## src/rtl/core/i2crts_pkg.sv

```systemverilog
package i2crts_pkg;

    localparam int INDEX_W     = 16;
    localparam int SIZE_W      = 16;
    localparam int CR2_W       = 26;
    localparam int IN_TDATA_W  = 64;
    localparam int OUT_TDATA_W = 88;

    // Request kinds
    localparam logic [1:0] REQ_START = 2'd0;
    localparam logic [1:0] REQ_EVENT = 2'd1;
    localparam logic [1:0] REQ_ERROR = 2'd2;
    localparam logic [1:0] REQ_ABORT = 2'd3;

    // Transfer phases
    localparam logic [1:0] PH_REGADDR  = 2'd0;
    localparam logic [1:0] PH_READ     = 2'd1;
    localparam logic [1:0] PH_WRITE    = 2'd2;
    localparam logic [1:0] PH_COMPLETE = 2'd3;

    // Status flag bit positions
    localparam int F_TXIS  = 0;
    localparam int F_TC    = 1;
    localparam int F_TCR   = 2;
    localparam int F_NACKF = 3;
    localparam int F_RXNE  = 4;
    localparam int F_TXE   = 5;

    // Event codes
    localparam logic [1:0] EV_NONE  = 2'd0;
    localparam logic [1:0] EV_DONE  = 2'd1;
    localparam logic [1:0] EV_NACK  = 2'd2;
    localparam logic [1:0] EV_ERROR = 2'd3;

    // CR2 bit positions
    localparam int CR2_RD_WRN_BIT = 10;
    localparam int CR2_START_BIT  = 13;
    localparam int CR2_NBYTES_LSB = 16;
    localparam int CR2_RELOAD_BIT = 24;

    // Interrupt enables
    localparam logic [4:0] IRQ_RX         = 5'h02;
    localparam logic [4:0] IRQ_START_MASK = 5'h1D;

    localparam logic [3:0] ICR_NACK = 4'h1;

    typedef struct packed {
        logic [1:0]        req_type;
        logic [9:0]        slave_addr;
        logic [7:0]        reg_addr;
        logic [SIZE_W-1:0] transfer_size;
        logic              is_read;
        logic              send_reg_addr;
        logic [5:0]        isr_flags;
        logic [2:0]        err_flags;
        logic [7:0]        rx_byte;
        logic [7:0]        tx_byte;
    } t_in_item;

    typedef struct packed {
        logic               cr2_write;
        logic [CR2_W-1:0]   ctrl_value;
        logic               stop_request;
        logic               txdr_write;
        logic [7:0]         txdr_byte;
        logic               rx_store;
        logic [INDEX_W-1:0] store_index;
        logic [INDEX_W-1:0] next_index;
        logic [3:0]         icr_clear;
        logic [4:0]         irq_enable;
        logic [1:0]         event_code;
        logic               fault;
    } t_result;

endpackage

```

## src/rtl/core/i2crts_engine.sv

```systemverilog
module i2crts_engine
    import i2crts_pkg::*;
#(
    parameter int CHUNK_MAX = 255
) (
    input  logic     i_clk,
    input  logic     i_rst_n,
    input  logic     i_step,
    input  t_in_item i_item,
    output t_result  o_result
);

    localparam logic [7:0] CHUNK = 8'(CHUNK_MAX);

    logic [1:0]         r_phase, n_phase;
    logic               r_read_dir, n_read_dir;
    logic [9:0]         r_target, n_target;
    logic [7:0]         r_reg_byte, n_reg_byte;
    logic [SIZE_W-1:0]  r_total, n_total;
    logic [INDEX_W-1:0] r_index, n_index;
    logic [4:0]         r_mask, n_mask;

    t_result res;
    logic    xfer_end;
    logic [5:0] isr;

    function automatic logic [CR2_W-1:0] cr2_word(input logic [9:0] sadd,
                                                  input logic rd_wrn,
                                                  input logic [7:0] nbytes,
                                                  input logic reload,
                                                  input logic start);
        logic [CR2_W-1:0] w;
        w = '0;
        w[9:0] = sadd;
        w[CR2_RD_WRN_BIT] = rd_wrn;
        w[CR2_START_BIT] = start;
        w[CR2_NBYTES_LSB +: 8] = nbytes;
        w[CR2_RELOAD_BIT] = reload;
        return w;
    endfunction

    // Reload with a full chunk when the rest will not fit (or index ran past)
    function automatic logic [CR2_W-1:0] chunk_cr2(input logic [9:0] sadd,
                                                   input logic rd_wrn,
                                                   input logic [INDEX_W-1:0] idx,
                                                   input logic [SIZE_W-1:0] total,
                                                   input logic start);
        logic [SIZE_W-1:0] rem;
        logic              over;
        rem  = total - idx;
        over = (idx > total) || (rem > {{(SIZE_W-8){1'b0}}, CHUNK});
        return cr2_word(sadd, rd_wrn, over ? CHUNK : rem[7:0], over, start);
    endfunction

    always_comb begin
        n_phase    = r_phase;
        n_read_dir = r_read_dir;
        n_target   = r_target;
        n_reg_byte = r_reg_byte;
        n_total    = r_total;
        n_index    = r_index;
        n_mask     = r_mask;
        res        = '0;
        xfer_end   = 1'b0;
        isr        = i_item.isr_flags;

        case (i_item.req_type)
            REQ_START: begin
                n_read_dir = i_item.is_read;
                n_target   = i_item.slave_addr;
                n_reg_byte = i_item.reg_addr;
                n_total    = i_item.transfer_size;
                n_index    = '0;
                if (i_item.send_reg_addr) begin
                    n_phase = PH_REGADDR;
                end else if (i_item.is_read) begin
                    n_phase = PH_READ;
                end else begin
                    n_phase = PH_WRITE;
                end
                n_mask = IRQ_START_MASK | (i_item.is_read ? IRQ_RX : 5'h00);
                res.cr2_write = 1'b1;
                if (i_item.send_reg_addr) begin
                    // one address byte; a write keeps going with reload
                    res.ctrl_value = cr2_word(i_item.slave_addr, 1'b0, 8'd1,
                                              !i_item.is_read, 1'b1);
                end else begin
                    res.ctrl_value = chunk_cr2(i_item.slave_addr, i_item.is_read,
                                               '0, i_item.transfer_size, 1'b1);
                end
            end
            REQ_EVENT: begin
                case (r_phase)
                    PH_REGADDR: begin
                        if (isr[F_TXIS]) begin
                            res.txdr_write = 1'b1;
                            res.txdr_byte  = r_reg_byte;
                        end
                        if (r_read_dir && isr[F_TC]) begin
                            n_phase        = PH_READ;
                            res.cr2_write  = 1'b1;
                            res.ctrl_value = chunk_cr2(r_target, r_read_dir, r_index,
                                                       r_total, 1'b1);
                        end else if (!r_read_dir && isr[F_TCR]) begin
                            n_phase        = PH_WRITE;
                            res.cr2_write  = 1'b1;
                            res.ctrl_value = chunk_cr2(r_target, r_read_dir, r_index,
                                                       r_total, 1'b0);
                        end
                        if (isr[F_NACKF]) begin
                            res.icr_clear  = ICR_NACK;
                            res.event_code = EV_NACK;
                        end
                    end
                    PH_READ: begin
                        if (isr[F_RXNE]) begin
                            res.rx_store    = 1'b1;
                            res.store_index = r_index;
                            n_index         = r_index + 1'b1;
                        end
                        if (isr[F_TCR]) begin
                            res.cr2_write  = 1'b1;
                            res.ctrl_value = chunk_cr2(r_target, r_read_dir, n_index,
                                                       r_total, 1'b0);
                        end
                        xfer_end = isr[F_TC];
                    end
                    PH_WRITE: begin
                        if (isr[F_TXIS]) begin
                            res.txdr_write = 1'b1;
                            res.txdr_byte  = i_item.tx_byte;
                            n_index        = r_index + 1'b1;
                        end
                        // NACK wins over TCR/TC in the same request
                        if (isr[F_NACKF]) begin
                            res.icr_clear  = ICR_NACK;
                            res.event_code = EV_NACK;
                        end else begin
                            if (isr[F_TCR]) begin
                                res.cr2_write  = 1'b1;
                                res.ctrl_value = chunk_cr2(r_target, r_read_dir, n_index,
                                                           r_total, 1'b0);
                            end
                            xfer_end = isr[F_TC];
                        end
                    end
                    default: begin
                        // idle: an event with TXE set is harmless, one without TXE is a fault
                        res.fault = !isr[F_TXE];
                    end
                endcase
                if (xfer_end) begin
                    n_mask           = '0;
                    res.stop_request = 1'b1;
                    n_phase          = PH_COMPLETE;
                    res.event_code   = EV_DONE;
                end
            end
            REQ_ERROR: begin
                res.icr_clear    = {i_item.err_flags, 1'b0};
                n_mask           = '0;
                res.stop_request = 1'b1;
                n_phase          = PH_COMPLETE;
                res.event_code   = EV_ERROR;
            end
            default: begin
                n_mask           = '0;
                res.stop_request = 1'b1;
            end
        endcase

        res.next_index = n_index;
        res.irq_enable = n_mask;
    end

    assign o_result = res;

    always_ff @(posedge i_clk) begin
        if (!i_rst_n) begin
            r_phase    <= PH_COMPLETE;
            r_read_dir <= 1'b0;
            r_target   <= '0;
            r_reg_byte <= '0;
            r_total    <= '0;
            r_index    <= '0;
            r_mask     <= '0;
        end else if (i_step) begin
            r_phase    <= n_phase;
            r_read_dir <= n_read_dir;
            r_target   <= n_target;
            r_reg_byte <= n_reg_byte;
            r_total    <= n_total;
            r_index    <= n_index;
            r_mask     <= n_mask;
        end
    end

endmodule

```

## src/rtl/core/i2c_register_transfer_sequencer_top.sv

```systemverilog
// I2C register transfer sequencer. Takes one request per clock on the slave
// stream while the master side is not stalled, and returns exactly one result
// per request on the master stream, in order. A request lands in an input
// register, is evaluated against the transfer state in one short combinational
// step, and the result is captured in an output register, from which it is
// offered on the master side. The input and output registers
// form a two-entry pipeline: a new request is taken every cycle unless the
// input register holds a request that cannot move on because the output
// register is full and stalled; a stalled master side holds both stages.
// Transfer state (phase, byte index, interrupt mask) advances only when a
// request moves from the input register to the output register.
module i2c_register_transfer_sequencer_top
    import i2crts_pkg::*;
#(
    parameter int CHUNK_MAX = 255
) (
    input  logic                   i_clk,
    input  logic                   i_rst_n,
    input  logic                   i_s_axis_tvalid,
    output logic                   o_s_axis_tready,
    // [9:0] slave_addr, [17:10] reg_addr, [33:18] transfer_size,
    // [34] is_read, [35] send_reg_addr, [41:36] isr_flags, [44:42] err_flags,
    // [52:45] rx_byte, [60:53] tx_byte, [63:61] zero
    input  logic [IN_TDATA_W-1:0]  i_s_axis_tdata,
    // [1:0] req_type
    input  logic [1:0]             i_s_axis_tuser,
    output logic                   o_m_axis_tvalid,
    input  logic                   i_m_axis_tready,
    // [0] cr2_write, [26:1] ctrl_value, [27] stop_request, [28] txdr_write,
    // [36:29] txdr_byte, [37] rx_store, [53:38] store_index,
    // [69:54] next_index, [73:70] icr_clear, [78:74] irq_enable,
    // [80:79] event_code, [81] fault, [87:82] zero
    output logic [OUT_TDATA_W-1:0] o_m_axis_tdata
);

    logic                   r_in_valid;
    t_in_item               r_in_item;
    logic                   r_out_valid;
    logic [OUT_TDATA_W-1:0] r_out_tdata;

    t_in_item in_item;
    t_result  result;
    logic     advance;
    logic     s_accept;

    assign in_item.req_type      = i_s_axis_tuser;
    assign in_item.slave_addr    = i_s_axis_tdata[9:0];
    assign in_item.reg_addr      = i_s_axis_tdata[17:10];
    assign in_item.transfer_size = i_s_axis_tdata[33:18];
    assign in_item.is_read       = i_s_axis_tdata[34];
    assign in_item.send_reg_addr = i_s_axis_tdata[35];
    assign in_item.isr_flags     = i_s_axis_tdata[41:36];
    assign in_item.err_flags     = i_s_axis_tdata[44:42];
    assign in_item.rx_byte       = i_s_axis_tdata[52:45];
    assign in_item.tx_byte       = i_s_axis_tdata[60:53];

    assign advance         = r_in_valid && (!r_out_valid || i_m_axis_tready);
    assign o_s_axis_tready = !r_in_valid || advance;
    assign s_accept        = i_s_axis_tvalid && o_s_axis_tready;

    i2crts_engine #(
        .CHUNK_MAX (CHUNK_MAX)
    ) u_engine (
        .i_clk    (i_clk),
        .i_rst_n  (i_rst_n),
        .i_step   (advance),
        .i_item   (r_in_item),
        .o_result (result)
    );

    always_ff @(posedge i_clk) begin
        if (!i_rst_n) begin
            r_in_valid  <= 1'b0;
            r_out_valid <= 1'b0;
        end else begin
            if (s_accept) begin
                r_in_valid <= 1'b1;
            end else if (advance) begin
                r_in_valid <= 1'b0;
            end
            if (advance) begin
                r_out_valid <= 1'b1;
            end else if (i_m_axis_tready) begin
                r_out_valid <= 1'b0;
            end
        end
    end

    always_ff @(posedge i_clk) begin
        if (s_accept) begin
            r_in_item <= in_item;
        end
        if (advance) begin
            r_out_tdata <= {6'd0,
                            result.fault,
                            result.event_code,
                            result.irq_enable,
                            result.icr_clear,
                            result.next_index,
                            result.store_index,
                            result.rx_store,
                            result.txdr_byte,
                            result.txdr_write,
                            result.stop_request,
                            result.ctrl_value,
                            result.cr2_write};
        end
    end

    assign o_m_axis_tvalid = r_out_valid;
    assign o_m_axis_tdata  = r_out_tdata;

endmodule

```

## config.mk

```make
export PLATFORM = sky130hd
export DESIGN_NAME = i2c_register_transfer_sequencer_top
export DESIGN_NICKNAME = d
export VERILOG_FILES = /design/src/rtl/core/i2crts_pkg.sv /design/src/rtl/core/i2crts_engine.sv /design/src/rtl/core/i2c_register_transfer_sequencer_top.sv
export SDC_FILE = /design/constraint.sdc
export NUM_CORES = 1
export LEC_CHECK = 0
export ABC_AREA = 1
export BUFFER_PORTS_ARGS = -buffer_cell sky130_fd_sc_hd__buf_2
export CAP_MARGIN = 20
export CELL_PAD_IN_SITES_DETAIL_PLACEMENT = 0
export CELL_PAD_IN_SITES_GLOBAL_PLACEMENT = 1
export CORE_MARGIN = 3
export CORE_UTILIZATION = 43
export DETAILED_ROUTE_END_ITERATION = 6
export HOLD_SLACK_MARGIN = 0.08
export MAX_ROUTING_LAYER = met4
export PLACE_DENSITY_LB_ADDON = 0.1
export SETUP_SLACK_MARGIN = 0.1
export SLEW_MARGIN = 20
export SYNTH_ARGS = -nofsm -noshare
export SYNTH_HDL_FRONTEND = slang
export SYNTH_SLANG_ARGS = --single-unit
```

## constraint.sdc

```tcl
create_clock -name i_clk -period 4.4 [get_ports i_clk]
set_input_delay 0.22 -clock i_clk [delete_from_list [all_inputs] [get_ports i_clk]]
set_output_delay 0.22 -clock i_clk [all_outputs]
set_load 0.01 [all_outputs]
```

=== Yosys cells after proc, flatten, opt, wreduce, memory -nomap -nowiden ===
Cells that the tools add are included.

* Register bits after elaboration: 197
* Output and inout port bits: 90
* Logic and storage cells: 118

* Reduce and logical (&&, ||, !) cells: 26
* Equality and inequality tests: 6
* Multiplexer cells: 50
* Order comparisons: 8
* Bitwise logic cells: 1
* Add/subtract/negate cells: 4

{| class="wikitable"
|+ Operator list
! cell !! number
|-
| two-way mux 27 bit || 5
|-
| two-way mux 16 bit || 6
|-
| case mux 27 bit (3 select lines) || 1
|-
| greater-than comparator 16 x 8 -> 1 bit, second input constant || 4
|-
| case mux 16 bit (2 select lines) || 2
|-
| case mux 27 bit (2 select lines) || 1
|-
| greater-than comparator 16 bit || 3
|-
| subtractor 16 bit || 3
|-
| two-way mux 8 bit || 4
|-
| two-way mux 25 bit || 1
|-
| two-way mux 2 bit || 10
|-
| two-way mux 9 bit || 2
|-
| case mux 9 bit (2 select lines) || 1
|-
| two-way mux 17 bit || 1
|-
| adder 16 x 1 -> 16 bit, second input constant || 1
|-
| greater-than comparator 1 x 16 -> 1 bit, first input constant || 1
|-
| case mux 5 bit (2 select lines) || 1
|-
| two-way mux 1 bit || 9
|-
| case mux 4 bit (2 select lines) || 1
|-
| logical OR 1 bit || 6
|-
| case mux 2 bit (3 select lines) || 1
|-
| zero test 1 bit || 5
|-
| two-way mux 5 bit || 1
|-
| == test 2 x 1 -> 1 bit, second input constant || 2
|-
| other kinds (15) || 23
|}

=== Logic depth before layout (Yosys ltp) ===
* Depth after elaboration: 12
* Depth in mapped cells: 28
* Mapped depth without buffers: 28

=== Modules after synthesis ===
Synthesis repeated with hierarchy kept, for this count alone.

* Cell total of the unflattened synthesis: 1331
* Area, all modules: 11408.4 um^2

{| class="wikitable"
|+ By module, submodules not included
! module !! area an instance (um^2) !! cells an instance !! times used !! seq. area each (um^2)
|-
| i2crts_engine || 6910.4 || 1166 || 1 || 1161.1
|-
| i2c_register_transfer_sequencer_top || 4498.1 || 165 || 1 || 4394.2
|}

=== Worst setup path after synthesis ===
OpenSTA, ideal clock, no wires.

* Path kind: register to register
* From: reg r_out_valid (netlist: o_m_axis_tvalid)
* To: reg r_out_tdata[0] (netlist: o_m_axis_tdata[0]) (enable)
* Cell stages (with the launch flop): 6
* Library setup time: 471 ps
* Path buffers: 2
* Arrival: 3269 ps
* Slack: 660 ps
* Clock period less this slack: 3740 ps
* Cell sequence: dfxtp_1 > nand2_1 > nand2_1 > inv_1 > clkbuf_1 > buf_1

* Word-level cells in the longest chain between the ends: 3

{| class="wikitable"
|+ Ends and longest elaborated chain
! what !! line !! RTL
|-
| start: declaration || i2c_register_transfer_sequencer_top.sv:38 || <nowiki>logic r_out_valid;</nowiki>
|-
| start signal: assignment || i2c_register_transfer_sequencer_top.sv:74 || <nowiki>r_out_valid <= 1'b0;</nowiki>
|-
| start signal: assignment || i2c_register_transfer_sequencer_top.sv:82 || <nowiki>r_out_valid <= 1'b1;</nowiki>
|-
| start signal: assignment || i2c_register_transfer_sequencer_top.sv:84 || <nowiki>r_out_valid <= 1'b0;</nowiki>
|-
| zero test 1 bit || i2c_register_transfer_sequencer_top.sv:57 || <nowiki>assign advance = r_in_valid && (!r_out_valid || i_m_axis_tready);</nowiki>
|-
| logical OR 1 bit || i2c_register_transfer_sequencer_top.sv:57 ||
|-
| logical AND 1 bit || i2c_register_transfer_sequencer_top.sv:57 ||
|-
| named net advance || i2c_register_transfer_sequencer_top.sv:43 || <nowiki>logic advance;</nowiki>
|-
| end signal: assignment || i2c_register_transfer_sequencer_top.sv:94 || <nowiki>r_out_tdata <= {6'd0,</nowiki>
|-
| end: declaration || i2c_register_transfer_sequencer_top.sv:39 || <nowiki>logic [OUT_TDATA_W-1:0] r_out_tdata;</nowiki>
|}

The timed path passes the listed nets, and every way through them passes these cells.
A chain may end at the register's enable or synchronous reset.

==> out/results.ini <==
[sta]
rsz0062_at_grt = no
finalSetupTns_ns = 0
final_hold_viol_count = 0
holdWs_ns = 0.148
fin_ws_ns = 0.605
fin_crit_ns = 3.80
worst_pin_slew_ns = 1.02
max_freq_mhz = 263
slew_headroom = 0.321
slew_violations = 0
setup-violations-final = 0
fin_crit_sh = 0.863
fin_skew_ns = 0.0283

[global_route]
antenna_found_initial = 0
grt_overflow_total = 0
grt_pass1_vias = 9673
grt_max_degree = 78
grt_first_pass_wirelength_mm = 53.9
track_usage = 0.249

[logic_synthesis]
synth_ff_type = edfxtp_1
syn_area_sq_um = 11400
yosysTopAreaCell = edfxtp_1
synth-seq-area-share = 0.453
synth_top_area_frac = 0.347
synth-edff-count = 132
ys_seq_elements = 192
yosysUniqueCellTypes = 49
async_reset_ff_frac = 0
ys_warn_count = 0
syn_area_per_cell_sq_um = 7.88
synthTopCellsByArea = edfxtp_1, nand2_1, dfxtp_1, ha_1, inv_1
synth_cells = 1449

[pwr]
p_sw_mw = 1.55
ir_drop_v = 0.000250
power.share.combinational = 0.196
power.internal_mw = 3.14
clockPowerShare = 0.361
swShare = 0.330
pwr-share-seq = 0.444
powerDensity_nw_per_um2 = 344
p_leak_nw = 6.27

[setup_path]
crit_path_top_delay_cell = dfxtp_1
r2r-end = o_m_axis_tdata[19]
critPathArrivalTime_ns = 4.00
timing.rr.start = u_engine.r_index[0]
cp_max_fo = 7
required_ns = 4.61
path_common_cell = nand2_1
critical_path_class = flip-flop to flip-flop
crit_chain = ha_1 > nand2_2 > nor2_4 > nand2_2 > nor2_4 > nand3_2 > nand2_1 > nand3_1 > o21ai_1 > ha_1 > nand2_1 > nand2_1 > a21oi_1 > nor2_1 > nor2_1 > nand3b_1 > nand2_1 > nand3_1 > o21ai_1 > nand3_1 > nand2_2 > nand2_1
crit_path_max_incr_delay_ns = 0.49
cp-end-kind = flip-flop
ff2ff_path_depth = 22
reg2reg_setup_slack_ns = 0.60
startpoint_type = flip-flop

[final_layout]
area_growth_pct = 19.4
finalNonFillerCells = 1981
final_common_cell = nand2_1
drive_gt1_frac = 0.132
fin_util = 0.523
mostFrequentLayoutCells = nand2_1, inv_1, buf_2, edfxtp_1, a21oi_1
num_antenna_cells = 0
final_nets = 1763

[floorplan]
initial_core_util = 0.438
core-area_sq_um = 26100
dieWidth_um = 169
dieArea_sq_um = 28500
num_rows = 59
fp.dieH_um = 169
pin_count = 160

[cts]
cts_buffers = 17
cts_sinks = 192
cts_tree = built
path_clk_slew_ns = 0.10
clk_path_buf_depth = 2
root_buffer = clkbuf_16
clock_tree.htree_level_count = 4
clk_latency_ns = 0.45
postCtsSetupBuffers = 0

[detailed_routing]
wl_mm = 35.0
ant_nets = 0
avgViaCountPerCell = 5.16
vias = 10200
wl_per_cell_um = 17.7
drtIter0Drc = 781
first_pass_iters = 6
drcViolationCount = 0

[outcome]
status = complete, no violations

[place]
place.gp.congestion = 0.950
numPortBuffers = 137
dpl.hpwl_mm = 26.0
dp_slack_ns = 0.634
dp_cells = 1892

[hold_path]
min-delay-start = i_rst_n
min_delay_worst_endpoint = u_engine.r_target[7]
min_delay_path_depth = 3
hold_class = primary input to flip-flop

[job]
maxCapViolations = 0

==> power by group through the flow <==
stage	sequential (mW)	combinational (mW)	clock, mW
after floorplan	2.13	0.583	0
after global placement	2.12	0.865	0
after detailed placement	2.12	0.869	0
after CTS	2.08	0.913	1.71
after global routing	2.09	1.03	1.78
final	2.08	0.918	1.69
==> routing by layer <==
| layer | share of wire | wire length, um | global-route usage |
|---|---|---|---|
| met4 | 0.022 | 781 | 0.0744 |
| met1 | 0.46 | 16100 | 0.332 |
| met3 | 0.041 | 1430 | 0.0297 |
| met5 | 0 | 0 | - |
| met2 | 0.48 | 16700 | 0.402 |
==> cell families after synthesis <==
kind of cell    count (synthesis)  share of synthesized area
xor+xnor                       22                     0.0169
compound gates                265                      0.127
fa+ha+maj                      60                     0.0677
flops                         192                      0.453
simple gates                  659                      0.249
other cells                     1                   0.000329
buf+inv                       250                     0.0865
==> registers in the layout, summed over array words and instances (netlist names), 2 cells and up <==
register             flops
o_m_axis_tdata          77
r_in_item               55
u_engine.r_index        16
u_engine.r_total        16
u_engine.r_target       10
u_engine.r_reg_byte      8
u_engine.r_mask          5
u_engine.r_phase         2
==> cell usage after synthesis (all sizes together) (2+ instances only) <==
cell / instances
dfxtp: 60
o22ai: 7
ha: 57
nand3: 111
nor2: 87
clkinv: 3
o221ai: 6
o211ai: 2
and2: 7
xnor2: 12
nor4: 3
o21ai: 103
edfxtp: 132
nand2: 403
fa: 3
xor2: 10
a21o: 3
or2: 7
buf: 22
a31oi: 5
clkbuf: 31
nand4: 20
o311ai: 2
o21bai: 5
a21oi: 125
nor3: 12
nand3b: 8
o21a: 2
inv: 194
==> worst max-delay path by stage <==
stage                        start                 end  slack, ns  cells past startpoint
2_1_floorplan      o_m_axis_tvalid   o_m_axis_tdata[0]       0.66                      5
3_3_place_gp   u_engine.r_index[0]  o_m_axis_tdata[21]       0.69                     24
3_5_place_dp   u_engine.r_index[0]  o_m_axis_tdata[19]       0.63                     22
6_report       u_engine.r_index[0]  o_m_axis_tdata[19]       0.60                     22
4_1_cts        u_engine.r_index[0]  o_m_axis_tdata[19]       0.62                     22
5_1_grt        u_engine.r_index[0]  o_m_axis_tdata[19]       0.18                     22
==> timing repair <==
item                      4_1_cts  5_1_grt
hold endpoints to repair       57        0
hold buffers                   57        0
gates resized for setup         0        0
==> critical path: cells and delay by family (launching register included) <==
| family | cells | cell delay, ns |
|---|---|---|
| DFF | 1 | 0.49 |
| adders and majority gates | 2 | 0.65 |
| AOI/OAI and AO/OA | 3 | 0.68 |
| and+or+nand+nor | 17 | 1.73 |
==> area by class of cell <==
class | count | area [sq um]
Fill cell | 2521 | 12400
Multi-Input combinational cell | 1017 | 5300
Sequential cell | 192 | 5160
Timing Repair Buffer | 208 | 1360
Inverter | 197 | 742
Clock buffer | 17 | 425
Tap cell | 335 | 419
Clock inverter | 15 | 211
==> through the flow <==
stage	instance area (sq um)	total power, mW
after floorplan	11500	2.71
after global placement	12400	2.99
after detailed placement	12400	2.99
after CTS	13600	4.71
after global routing	13600	4.89
final	13600	4.69
Note: power is estimated with default switching activity, not from simulation.
